==> src/hdl/lcd4_pkg.sv <==
`timescale 1ns / 1ps

package lcd4_pkg;

    localparam int HOLD_BITS_DEFAULT   = 20;
    localparam int QUEUE_DEPTH_DEFAULT = 2;

    localparam int US_W   = 20;
    localparam int SUM_W  = US_W + 1;
    localparam int STEP_W = 4;

    localparam logic [US_W-1:0] FIXED_WAIT_US = 20'd1000;

    localparam logic [2:0] REQ_COMMAND = 3'd0;
    localparam logic [2:0] REQ_DATA    = 3'd1;
    localparam logic [2:0] REQ_GOTO    = 3'd2;
    localparam logic [2:0] REQ_CLEAR   = 3'd3;
    localparam logic [2:0] REQ_INIT    = 3'd4;
    localparam logic [2:0] REQ_GLYPH   = 3'd5;

    localparam logic [2:0] CFG_ENABLE_PULSE = 3'd0;
    localparam logic [2:0] CFG_NIBBLE_GAP   = 3'd1;
    localparam logic [2:0] CFG_CURSOR_WAIT  = 3'd2;
    localparam logic [2:0] CFG_COMMAND_WAIT = 3'd3;
    localparam logic [2:0] CFG_CLEAR_WAIT   = 3'd4;
    localparam logic [2:0] CFG_STARTUP_WAIT = 3'd5;

    localparam logic [7:0] CMD_INIT_A     = 8'h33;
    localparam logic [7:0] CMD_INIT_B     = 8'h32;
    localparam logic [7:0] CMD_FUNC_SET   = 8'h28;
    localparam logic [7:0] CMD_DISPLAY_ON = 8'h0E;
    localparam logic [7:0] CMD_CLEAR      = 8'h01;
    localparam logic [7:0] CMD_ENTRY_MODE = 8'h06;
    localparam logic [7:0] CMD_CGRAM      = 8'h40;

    localparam logic [1:0] PH_HIGH_EN  = 2'd0;
    localparam logic [1:0] PH_HIGH_LOW = 2'd1;
    localparam logic [1:0] PH_LOW_EN   = 2'd2;
    localparam logic [1:0] PH_LOW_LOW  = 2'd3;

    typedef enum logic [2:0] {
        EXTRA_NONE,
        EXTRA_CURSOR,
        EXTRA_COMMAND,
        EXTRA_CLEAR,
        EXTRA_CMD_FIXED,
        EXTRA_FIXED
    } extra_t;

    typedef enum logic {
        FRONT_IDLE,
        FRONT_EXPAND
    } front_state_t;

    typedef struct packed {
        logic       rs;
        logic [7:0] value;
        extra_t     extra;
        logic       startup;
        logic       last;
    } byte_op_t;

    typedef struct packed {
        logic [US_W-1:0] enable_pulse;
        logic [US_W-1:0] nibble_gap;
        logic [US_W-1:0] cursor_wait;
        logic [US_W-1:0] command_wait;
        logic [US_W-1:0] clear_wait;
        logic [US_W-1:0] startup_wait;
    } cfg_t;

    function automatic logic [7:0] row_base(input logic [1:0] sel);
        logic [7:0] b;
        unique case (sel)
            2'd0: b = 8'h80;
            2'd1: b = 8'hC0;
            2'd2: b = 8'h94;
            default: b = 8'hD4;
        endcase
        return b;
    endfunction

endpackage

==> src/hdl/lcd4_front.sv <==
`timescale 1ns / 1ps

module lcd4_front (
    input  logic                  clk,
    input  logic                  rst_n,
    input  logic                  start,
    input  logic                  accept,
    input  logic [2:0]            req_type,
    input  logic [7:0]            byte_value,
    input  logic [4:0]            column,
    input  logic [2:0]            row,
    input  logic [2:0]            glyph_slot,
    input  logic [63:0]           glyph_rows,
    input  logic                  q_full,
    output logic                  push,
    output lcd4_pkg::byte_op_t    op,
    output logic                  active
);

    lcd4_pkg::front_state_t state_reg, state_next;
    logic [lcd4_pkg::STEP_W-1:0] step_reg, step_next;
    logic [2:0]  type_reg, type_next;
    logic [7:0]  byte_reg, byte_next;
    logic [7:0]  addr_reg, addr_next;
    logic [2:0]  slot_reg, slot_next;
    logic [63:0] rows_reg, rows_next;
    logic [2:0]  row_idx;

    always_ff @(posedge clk or negedge rst_n)
    begin
        if (!rst_n)
        begin
            state_reg <= lcd4_pkg::FRONT_IDLE;
            step_reg  <= '0;
        end
        else
        begin
            state_reg <= state_next;
            step_reg  <= step_next;
        end
    end

    always_ff @(posedge clk)
    begin
        type_reg <= type_next;
        byte_reg <= byte_next;
        addr_reg <= addr_next;
        slot_reg <= slot_next;
        rows_reg <= rows_next;
    end

    assign row_idx = step_reg[2:0] - 3'd1;

    always_comb
    begin
        op         = '0;
        op.extra   = lcd4_pkg::EXTRA_NONE;
        unique case (type_reg)
            lcd4_pkg::REQ_COMMAND:
            begin
                op.value = byte_reg;
                op.last  = 1'b1;
            end
            lcd4_pkg::REQ_DATA:
            begin
                op.rs    = 1'b1;
                op.value = byte_reg;
                op.last  = 1'b1;
            end
            lcd4_pkg::REQ_GOTO:
            begin
                op.value = addr_reg;
                op.extra = lcd4_pkg::EXTRA_CURSOR;
                op.last  = 1'b1;
            end
            lcd4_pkg::REQ_CLEAR:
            begin
                op.value = lcd4_pkg::CMD_CLEAR;
                op.extra = lcd4_pkg::EXTRA_CLEAR;
                op.last  = 1'b1;
            end
            lcd4_pkg::REQ_INIT:
            begin
                op.extra = lcd4_pkg::EXTRA_COMMAND;
                unique case (step_reg)
                    4'd0: op.startup = 1'b1;
                    4'd1: op.value = lcd4_pkg::CMD_INIT_A;
                    4'd2: op.value = lcd4_pkg::CMD_INIT_B;
                    4'd3: op.value = lcd4_pkg::CMD_FUNC_SET;
                    4'd4: op.value = lcd4_pkg::CMD_DISPLAY_ON;
                    4'd5:
                    begin
                        op.value = lcd4_pkg::CMD_CLEAR;
                        op.extra = lcd4_pkg::EXTRA_CLEAR;
                    end
                    default:
                    begin
                        op.value = lcd4_pkg::CMD_ENTRY_MODE;
                        op.extra = lcd4_pkg::EXTRA_CMD_FIXED;
                        op.last  = 1'b1;
                    end
                endcase
            end
            default:
            begin
                if (step_reg == '0)
                begin
                    op.value = lcd4_pkg::CMD_CGRAM | {2'b00, slot_reg, 3'b000};
                end
                else
                begin
                    op.rs    = 1'b1;
                    op.value = rows_reg[row_idx*8 +: 8];
                    if (step_reg == 4'd8)
                    begin
                        op.extra = lcd4_pkg::EXTRA_FIXED;
                        op.last  = 1'b1;
                    end
                end
            end
        endcase
    end

    always_comb
    begin
        state_next = state_reg;
        step_next  = step_reg;
        type_next  = type_reg;
        byte_next  = byte_reg;
        addr_next  = addr_reg;
        slot_next  = slot_reg;
        rows_next  = rows_reg;
        push       = 1'b0;
        unique case (state_reg)
            lcd4_pkg::FRONT_IDLE:
            begin
                if (start && accept)
                begin
                    type_next = req_type;
                    byte_next = byte_value;
                    addr_next = lcd4_pkg::row_base(row[1:0] - 2'd1)
                                + {3'b000, column} - 8'd1;
                    slot_next = glyph_slot;
                    rows_next = glyph_rows;
                    step_next = '0;
                    if (req_type <= lcd4_pkg::REQ_GLYPH)
                    begin
                        state_next = lcd4_pkg::FRONT_EXPAND;
                    end
                end
            end
            default:
            begin
                if (!q_full)
                begin
                    push = 1'b1;
                    if (op.last)
                    begin
                        state_next = lcd4_pkg::FRONT_IDLE;
                    end
                    else
                    begin
                        step_next = step_reg + 4'd1;
                    end
                end
            end
        endcase
    end

    assign active = (state_reg == lcd4_pkg::FRONT_EXPAND);

endmodule

==> src/hdl/lcd4_queue.sv <==
`timescale 1ns / 1ps

module lcd4_queue #(
    parameter int DEPTH = lcd4_pkg::QUEUE_DEPTH_DEFAULT
) (
    input  logic               clk,
    input  logic               rst_n,
    input  logic               push,
    input  lcd4_pkg::byte_op_t push_op,
    input  logic               pop,
    output lcd4_pkg::byte_op_t head,
    output logic               full,
    output logic               not_empty
);

    localparam int PTR_W = (DEPTH > 1) ? $clog2(DEPTH) : 1;
    localparam logic [PTR_W-1:0] LAST_PTR = PTR_W'(DEPTH - 1);
    localparam logic [PTR_W:0]   FULL_CNT = (PTR_W + 1)'(DEPTH);

    lcd4_pkg::byte_op_t mem_reg [DEPTH];
    logic [PTR_W-1:0] wr_ptr_reg, wr_ptr_next;
    logic [PTR_W-1:0] rd_ptr_reg, rd_ptr_next;
    logic [PTR_W:0]   count_reg, count_next;
    logic             do_push, do_pop;

    assign full      = (count_reg == FULL_CNT);
    assign not_empty = (count_reg != '0);
    assign do_push   = push && !full;
    assign do_pop    = pop && not_empty;
    assign head      = mem_reg[rd_ptr_reg];

    always_comb
    begin
        wr_ptr_next = wr_ptr_reg;
        rd_ptr_next = rd_ptr_reg;
        count_next  = count_reg;
        if (do_push)
        begin
            wr_ptr_next = (wr_ptr_reg == LAST_PTR) ? '0 : wr_ptr_reg + 1'b1;
        end
        if (do_pop)
        begin
            rd_ptr_next = (rd_ptr_reg == LAST_PTR) ? '0 : rd_ptr_reg + 1'b1;
        end
        if (do_push && !do_pop)
        begin
            count_next = count_reg + 1'b1;
        end
        else if (do_pop && !do_push)
        begin
            count_next = count_reg - 1'b1;
        end
    end

    always_ff @(posedge clk or negedge rst_n)
    begin
        if (!rst_n)
        begin
            wr_ptr_reg <= '0;
            rd_ptr_reg <= '0;
            count_reg  <= '0;
        end
        else
        begin
            wr_ptr_reg <= wr_ptr_next;
            rd_ptr_reg <= rd_ptr_next;
            count_reg  <= count_next;
        end
    end

    always_ff @(posedge clk)
    begin
        if (do_push)
        begin
            mem_reg[wr_ptr_reg] <= push_op;
        end
    end

endmodule

==> src/hdl/lcd4_back.sv <==
`timescale 1ns / 1ps

module lcd4_back #(
    parameter int HOLD_BITS = lcd4_pkg::HOLD_BITS_DEFAULT
) (
    input  logic                           clk,
    input  logic                           rst_n,
    input  lcd4_pkg::cfg_t                 cfg,
    input  logic                           q_not_empty,
    input  lcd4_pkg::byte_op_t             q_head,
    output logic                           pop,
    output logic                           active,
    output logic                           strobe,
    output logic                           reg_select,
    output logic                           read_write,
    output logic                           enable,
    output logic [3:0]                     nibble,
    output logic [lcd4_pkg::US_W-1:0]      hold_us,
    output logic                           last
);

    localparam logic [32:0] HOLD_MAX = (33'd1 << HOLD_BITS) - 33'd1;

    lcd4_pkg::byte_op_t op_reg, op_next;
    logic [1:0] phase_reg, phase_next;
    logic       active_reg, active_next;

    logic       strobe_reg, strobe_next;
    logic       rs_reg, rs_next;
    logic       en_reg, en_next;
    logic [3:0] nib_reg, nib_next;
    logic [lcd4_pkg::US_W-1:0] hold_reg, hold_next;
    logic       last_reg, last_next;

    logic [lcd4_pkg::SUM_W-1:0] extra_us;
    logic [lcd4_pkg::SUM_W-1:0] raw_hold;
    logic                       op_done;

    always_comb
    begin
        unique case (op_reg.extra)
            lcd4_pkg::EXTRA_CURSOR:    extra_us = {1'b0, cfg.cursor_wait};
            lcd4_pkg::EXTRA_COMMAND:   extra_us = {1'b0, cfg.command_wait};
            lcd4_pkg::EXTRA_CLEAR:     extra_us = {1'b0, cfg.clear_wait};
            lcd4_pkg::EXTRA_CMD_FIXED: extra_us = {1'b0, cfg.command_wait}
                                                  + {1'b0, lcd4_pkg::FIXED_WAIT_US};
            lcd4_pkg::EXTRA_FIXED:     extra_us = {1'b0, lcd4_pkg::FIXED_WAIT_US};
            default:                   extra_us = '0;
        endcase
    end

    always_comb
    begin
        rs_next  = op_reg.rs;
        en_next  = 1'b0;
        nib_next = op_reg.value[7:4];
        raw_hold = '0;
        op_done  = 1'b0;
        if (op_reg.startup)
        begin
            rs_next  = 1'b0;
            nib_next = 4'd0;
            raw_hold = {1'b0, cfg.startup_wait};
            op_done  = 1'b1;
        end
        else
        begin
            unique case (phase_reg)
                lcd4_pkg::PH_HIGH_EN:
                begin
                    en_next  = 1'b1;
                    raw_hold = {1'b0, cfg.enable_pulse};
                end
                lcd4_pkg::PH_HIGH_LOW:
                begin
                    raw_hold = op_reg.rs ? '0 : {1'b0, cfg.nibble_gap};
                end
                lcd4_pkg::PH_LOW_EN:
                begin
                    en_next  = 1'b1;
                    nib_next = op_reg.value[3:0];
                    raw_hold = {1'b0, cfg.enable_pulse};
                end
                default:
                begin
                    nib_next = op_reg.value[3:0];
                    raw_hold = extra_us;
                    op_done  = 1'b1;
                end
            endcase
        end
        if ({12'd0, raw_hold} > HOLD_MAX)
        begin
            hold_next = HOLD_MAX[lcd4_pkg::US_W-1:0];
        end
        else
        begin
            hold_next = raw_hold[lcd4_pkg::US_W-1:0];
        end
        last_next = op_done && op_reg.last;
    end

    always_comb
    begin
        op_next     = op_reg;
        phase_next  = phase_reg;
        active_next = active_reg;
        pop         = 1'b0;
        strobe_next = active_reg;
        if (!active_reg || op_done)
        begin
            if (q_not_empty)
            begin
                pop         = 1'b1;
                op_next     = q_head;
                phase_next  = lcd4_pkg::PH_HIGH_EN;
                active_next = 1'b1;
            end
            else
            begin
                active_next = 1'b0;
            end
        end
        else
        begin
            phase_next = phase_reg + 2'd1;
        end
    end

    always_ff @(posedge clk or negedge rst_n)
    begin
        if (!rst_n)
        begin
            active_reg <= 1'b0;
            phase_reg  <= lcd4_pkg::PH_HIGH_EN;
            strobe_reg <= 1'b0;
        end
        else
        begin
            active_reg <= active_next;
            phase_reg  <= phase_next;
            strobe_reg <= strobe_next;
        end
    end

    always_ff @(posedge clk)
    begin
        op_reg   <= op_next;
        rs_reg   <= rs_next;
        en_reg   <= en_next;
        nib_reg  <= nib_next;
        hold_reg <= hold_next;
        last_reg <= last_next;
    end

    assign active     = active_reg;
    assign strobe     = strobe_reg;
    assign reg_select = rs_reg;
    assign read_write = 1'b0;
    assign enable     = en_reg;
    assign nibble     = nib_reg;
    assign hold_us    = hold_reg;
    assign last       = last_reg;

endmodule

==> src/hdl/char_lcd_4bit_write_sequencer.sv <==
`timescale 1ns / 1ps

// Character LCD write sequencer for a 4-bit parallel bus.
// Request channel: an item is taken when start is high and busy is low.
// req_type selects command, data, go to position, clear, init or glyph load.
// Each byte of a request comes out as four pin phases: EN high with the high
// nibble, EN low, EN high with the low nibble, EN low. Init opens with a single
// power wait phase. Each phase carries RS, RW, EN, D7..D4 and a hold time.
// Result channel: one phase per cycle on strobe; the receiver cannot stall,
// so the phase is taken at the edge that ends its strobe cycle. last marks the
// final phase of a request.
// The front end registers a request and splits it into byte ops, which the
// queue hands to the back end; that registers one phase per cycle on strobe:
// 4 for a command or data byte, 25 for init, 36 for a glyph. busy stays high
// until the last phase is registered; unknown request types give no phases.
// Configuration: cfg_valid/cfg_ready write register cfg_index with cfg_data
// (wait times in microseconds); cfg_ready is always high, indexes past the
// last register are dropped. Write only while busy is low.
// Reset: all waits return to their defaults and any item in flight is dropped.

module char_lcd_4bit_write_sequencer #(
    parameter int HOLD_BITS   = lcd4_pkg::HOLD_BITS_DEFAULT,
    parameter int QUEUE_DEPTH = lcd4_pkg::QUEUE_DEPTH_DEFAULT
) (
    input  logic                       clk,
    input  logic                       rst_n,
    input  logic                       start,
    output logic                       busy,
    input  logic [2:0]                 req_type,
    input  logic [7:0]                 byte_value,
    input  logic [4:0]                 column,
    input  logic [2:0]                 row,
    input  logic [2:0]                 glyph_slot,
    input  logic [63:0]                glyph_rows,
    input  logic                       cfg_valid,
    output logic                       cfg_ready,
    input  logic [2:0]                 cfg_index,
    input  logic [lcd4_pkg::US_W-1:0]  cfg_data,
    output logic                       strobe,
    output logic                       reg_select,
    output logic                       read_write,
    output logic                       enable,
    output logic [3:0]                 nibble,
    output logic [lcd4_pkg::US_W-1:0]  hold_us,
    output logic                       last
);

    lcd4_pkg::cfg_t     cfg_reg, cfg_next;
    lcd4_pkg::byte_op_t push_op, head_op;
    logic push, pop, q_full, q_not_empty, front_active, back_active;

    assign cfg_ready = 1'b1;
    assign busy      = front_active || q_not_empty || back_active;

    always_comb
    begin
        cfg_next = cfg_reg;
        if (cfg_valid)
        begin
            unique case (cfg_index)
                lcd4_pkg::CFG_ENABLE_PULSE: cfg_next.enable_pulse = cfg_data;
                lcd4_pkg::CFG_NIBBLE_GAP:   cfg_next.nibble_gap   = cfg_data;
                lcd4_pkg::CFG_CURSOR_WAIT:  cfg_next.cursor_wait  = cfg_data;
                lcd4_pkg::CFG_COMMAND_WAIT: cfg_next.command_wait = cfg_data;
                lcd4_pkg::CFG_CLEAR_WAIT:   cfg_next.clear_wait   = cfg_data;
                lcd4_pkg::CFG_STARTUP_WAIT: cfg_next.startup_wait = cfg_data;
                default:                    cfg_next = cfg_reg;
            endcase
        end
    end

    always_ff @(posedge clk or negedge rst_n)
    begin
        if (!rst_n)
        begin
            cfg_reg.enable_pulse <= 20'd25;
            cfg_reg.nibble_gap   <= 20'd25;
            cfg_reg.cursor_wait  <= 20'd100;
            cfg_reg.command_wait <= 20'd45;
            cfg_reg.clear_wait   <= 20'd3000;
            cfg_reg.startup_wait <= 20'd100000;
        end
        else
        begin
            cfg_reg <= cfg_next;
        end
    end

    lcd4_front u_front (
        .clk        (clk),
        .rst_n      (rst_n),
        .start      (start),
        .accept     (!busy),
        .req_type   (req_type),
        .byte_value (byte_value),
        .column     (column),
        .row        (row),
        .glyph_slot (glyph_slot),
        .glyph_rows (glyph_rows),
        .q_full     (q_full),
        .push       (push),
        .op         (push_op),
        .active     (front_active)
    );

    lcd4_queue #(
        .DEPTH (QUEUE_DEPTH)
    ) u_queue (
        .clk       (clk),
        .rst_n     (rst_n),
        .push      (push),
        .push_op   (push_op),
        .pop       (pop),
        .head      (head_op),
        .full      (q_full),
        .not_empty (q_not_empty)
    );

    lcd4_back #(
        .HOLD_BITS (HOLD_BITS)
    ) u_back (
        .clk         (clk),
        .rst_n       (rst_n),
        .cfg         (cfg_reg),
        .q_not_empty (q_not_empty),
        .q_head      (head_op),
        .pop         (pop),
        .active      (back_active),
        .strobe      (strobe),
        .reg_select  (reg_select),
        .read_write  (read_write),
        .enable      (enable),
        .nibble      (nibble),
        .hold_us     (hold_us),
        .last        (last)
    );

endmodule
==> config.mk <==
export PLATFORM = sky130hd
export DESIGN_NAME = char_lcd_4bit_write_sequencer
export DESIGN_NICKNAME = d
export VERILOG_FILES = /design/src/hdl/lcd4_pkg.sv /design/src/hdl/lcd4_front.sv /design/src/hdl/lcd4_queue.sv /design/src/hdl/lcd4_back.sv /design/src/hdl/char_lcd_4bit_write_sequencer.sv
export SDC_FILE = /design/constraint.sdc
export NUM_CORES = 1
export LEC_CHECK = 0
export BUFFER_PORTS_ARGS = -buffer_cell sky130_fd_sc_hd__buf_4
export CAP_MARGIN = 20
export CORE_MARGIN = 10
export CORE_UTILIZATION = 35
export CTS_CLUSTER_DIAMETER = 150
export DETAILED_ROUTE_END_ITERATION = 10
export GPL_TIMING_DRIVEN = 0
export SLEW_MARGIN = 20
export SYNTH_ARGS = -nofsm -noshare
export SYNTH_HDL_FRONTEND = slang
export SYNTH_SLANG_ARGS = --single-unit
==> constraint.sdc <==
create_clock -name clk -period 3 [get_ports clk]
set_clock_uncertainty 0.1 [all_clocks]
set_input_delay 0.6 -clock clk [delete_from_list [all_inputs] [get_ports clk]]
set_output_delay 0.6 -clock clk [all_outputs]
set_load 0.05 [all_outputs]
==> impl_metrics.yaml <==
critical_path:
  cpPeakStageDelay_ns: 0.37
  worstPathRequired_ns: 3.17
  cp_cell_sequence: "buf_2, inv_1, ha_1, buf_2, buf_2, mux4_2, mux2i_1, o221ai_1"
  setup.worst_path.end_class: "register"
  path_max_fanout: 10
  cp_common_cell: "buf_2"
  slowest_stage: "dfrtp_1"
  worst-r2r-cell-count: 8
  worstPathArrival_ns: 2.95
  path_buf_inv: 4
  cp-endpoint: "u_queue.mem_reg[0][7]"
  cp-startpoint: "u_front.step_reg[0]"
  reg2reg_to: "u_queue.mem_reg[0][7]"
  r2r-start: "u_front.step_reg[0]"
  worst-path-stages: 8
  worstSetupPathType: "reg -> reg"
  crit_family: "buffers and inverters"
  r2r_slack_ns: 0.22
  cp-start-kind: "register"
floorplanning:
  die_w_um: 209
  rows: 69
  start_util: 0.353
  die_h_um: 209
  ios: 144
  core_area_um2: 35500
  fp.dieArea_um2: 43800
final_layout:
  largest_register_ffs: 120
  layout_commonest_cell: "buf_4"
  syn2layout_area_growth_pct: 22.2
  layout_common_cells: "buf_4, mux2_2, edfxtp_1, dfrtp_1, o21ai_0"
  final_util: 0.432
  antennaDiodeCount: 0
  fin_nets: 1187
  layout-drive-gt1-share: 0.392
routing:
  avgRoutedWirePerCell_um: 19.1
  via_per_inst: 5.01
  ant_nets: 0
  dr.pass1.iters: 5
  via_count: 7717
  drtIter0Drc: 388
  totalWireLength_um: 29400
  drc: 0
cts:
  insertion_delay_ns: 0.57
  root_buffer: "clkbuf_16"
  clockBufferDepth: 3
  cts_tree: "built"
  cts_setup_buffers: 0
  clkTransAtPathRegs_ns: 0.06
  cts_sinks: 288
  ctsHtreeMaxLevel: 1
  cts_made_buffers: 31
global_route:
  grt_usage: 0.131
  grt_pass1_vias: 8191
  grt_first_pass_wirelength_um: 46500
  gr-total-overflow: 0
  grt_max_degree: 68
  antenna_found_initial: 0
logic_synthesis:
  ys_ff_latch: 288
  synth-seq-area-share: 0.618
  yosysWarnings: 0
  netlist_instances: 878
  synth_cell_types: 66
  avgSynthCellArea_um2: 14.3
  synth_ff_type: "edfxtp_1"
  synthesis.area_um2: 12500
  ys_async_sr_fraction: 0.462
  syn_nets: 1010
  synth-edff-count: 128
power:
  leakage_nw: 6.06
  peakVddDrop_mv: 0.576
  p_per_area_nw_per_um2: 941
timing:
  slew_headroom: 0.408
  hold_violations: 0
  setup_viol: 0
  slew_violations: 0
  rsz0062_at_grt: "no"
  max_freq_ghz: 0.359
  fin_ws_ns: 0.216
  fin_crit_sh: 0.928
  period_needed_ns: 2.78
  worst_pin_slew_ns: 0.889
  fin_tns_setup_ns: 0
job:
  max-cap-violations: 0
outcome:
  status: "finished, final reports clean"
placement:
  dp_hpwl_um: 20700
  portBuffers: 140
  preCtsSetupSlack_ns: 0.103
  finalWeightedCongestion: 0.862
hold_path:
  worstHoldPathType: "in -> reg"
[repair_timing]
item / CTS / global route
endpoints found under the hold margin: 60 / 0
hold buffers: 1 / 0
setup endpoints to repair: 0 / 31
resized for setup: 0 / 1
[metal layers]
layer,GRT usage,wire length [um],up-vias,part of all wire
li1,-,-,3658,-
met1,0.170,13000,3766,0.44
met2,0.216,13700,240,0.47
met3,0.0318,1920,53,0.065
met4,0.0323,722,0,0.025
met5,0,0,-,0
[power breakdown]
group          leakage (nW)  switching [mW]  internal, mW  total, mW
Sequential             2.95           0.425          5.17       5.60
Combinational          2.59            3.01          1.99       5.00
Clock                 0.513            1.53          2.29       3.82
[kinds of logic (layout without fill, tap and decap cells)]
| group | Yosys count | in the layout | synth area share |
|---|---|---|---|
| flops | 288 | 288 | 0.618 |
| compound gates | 180 | 180 | 0.0947 |
| mux | 178 | 178 | 0.172 |
| simple gates | 106 | 106 | 0.0460 |
| buf+inv | 80 | 280 | 0.0292 |
| xor+xnor | 25 | 25 | 0.0196 |
| fa+ha+maj | 19 | 19 | 0.0196 |
| other cells | 2 | 2 | 0.000599 |
[how the worst min path moves through the flow]
stage,start,endpoint,slack [ns],cells after the start
final,glyph_rows[42],u_front.rows_reg[42],0.12,1
after global routing,glyph_rows[5],u_front.rows_reg[5],0.09,1
after CTS,glyph_rows[1],u_front.rows_reg[1],0.09,1
after detailed placement,u_back.active,u_back.strobe,0.34,0
after global placement,u_back.active,u_back.strobe,0.35,0
after floorplan,rst_n,cfg_reg[0],0.20,0
[stage by stage]
stage	std cells	area, um2	hold WS, ns	power, mW
final	1539	15300	0.119	14.4
after detailed placement	1483	14300	0.343	10.7
after CTS	1540	15300	0.0926	14.6
after global placement	1479	14200	0.347	10.7
after global routing	1539	15300	0.0853	15.2
after floorplan	878	12500	0.204	9.11
[cell usage after synthesis (all sizes together) (4+ instances only)]
cell,count,area share
xnor2,9,0.0069
nand3b,4,0.0024
a21oi,32,0.014
o22ai,5,0.0025
nand3,10,0.0040
dfstp,26,0.055
clkbuf,15,0.0045
mux2i,19,0.015
xor2,16,0.013
a21o,4,0.0024
a22oi,15,0.0090
and2,4,0.0020
ha,18,0.018
nor2b,6,0.0030
nand4,4,0.0020
mux4,16,0.029
nor3,6,0.0024
dfxtp,27,0.043
buf,39,0.017
inv,26,0.0078
a221oi,5,0.0035
a211oi,10,0.0060
a31oi,4,0.0020
nand2,29,0.0089
dfrtp,107,0.21
o211ai,11,0.0066
edfxtp,128,0.31
mux2,143,0.13
o21ai,62,0.025
a221o,18,0.014
nand2b,4,0.0022
nor2,24,0.0072
[worst register-to-register path: stages (launching register included)]
cell	delay, ns
dfrtp_1	0.37
buf_2	0.29
inv_1	0.10
ha_1	0.28
buf_2	0.21
buf_2	0.30
mux4_2	0.33
mux2i_1	0.29
o221ai_1	0.20
[cell type report]
class                   count  area, um2
plain buffers              53        264
clock buffers              41        875
clock inverters            15        155
fillers                  3243      20200
inverters                  26        101
multi-input cells         510       4430
flip-flops and latches    288       7740
well taps                 461        577
repair buffers            145       1170
No activity file was read; power rests on OpenSTA's default activity.
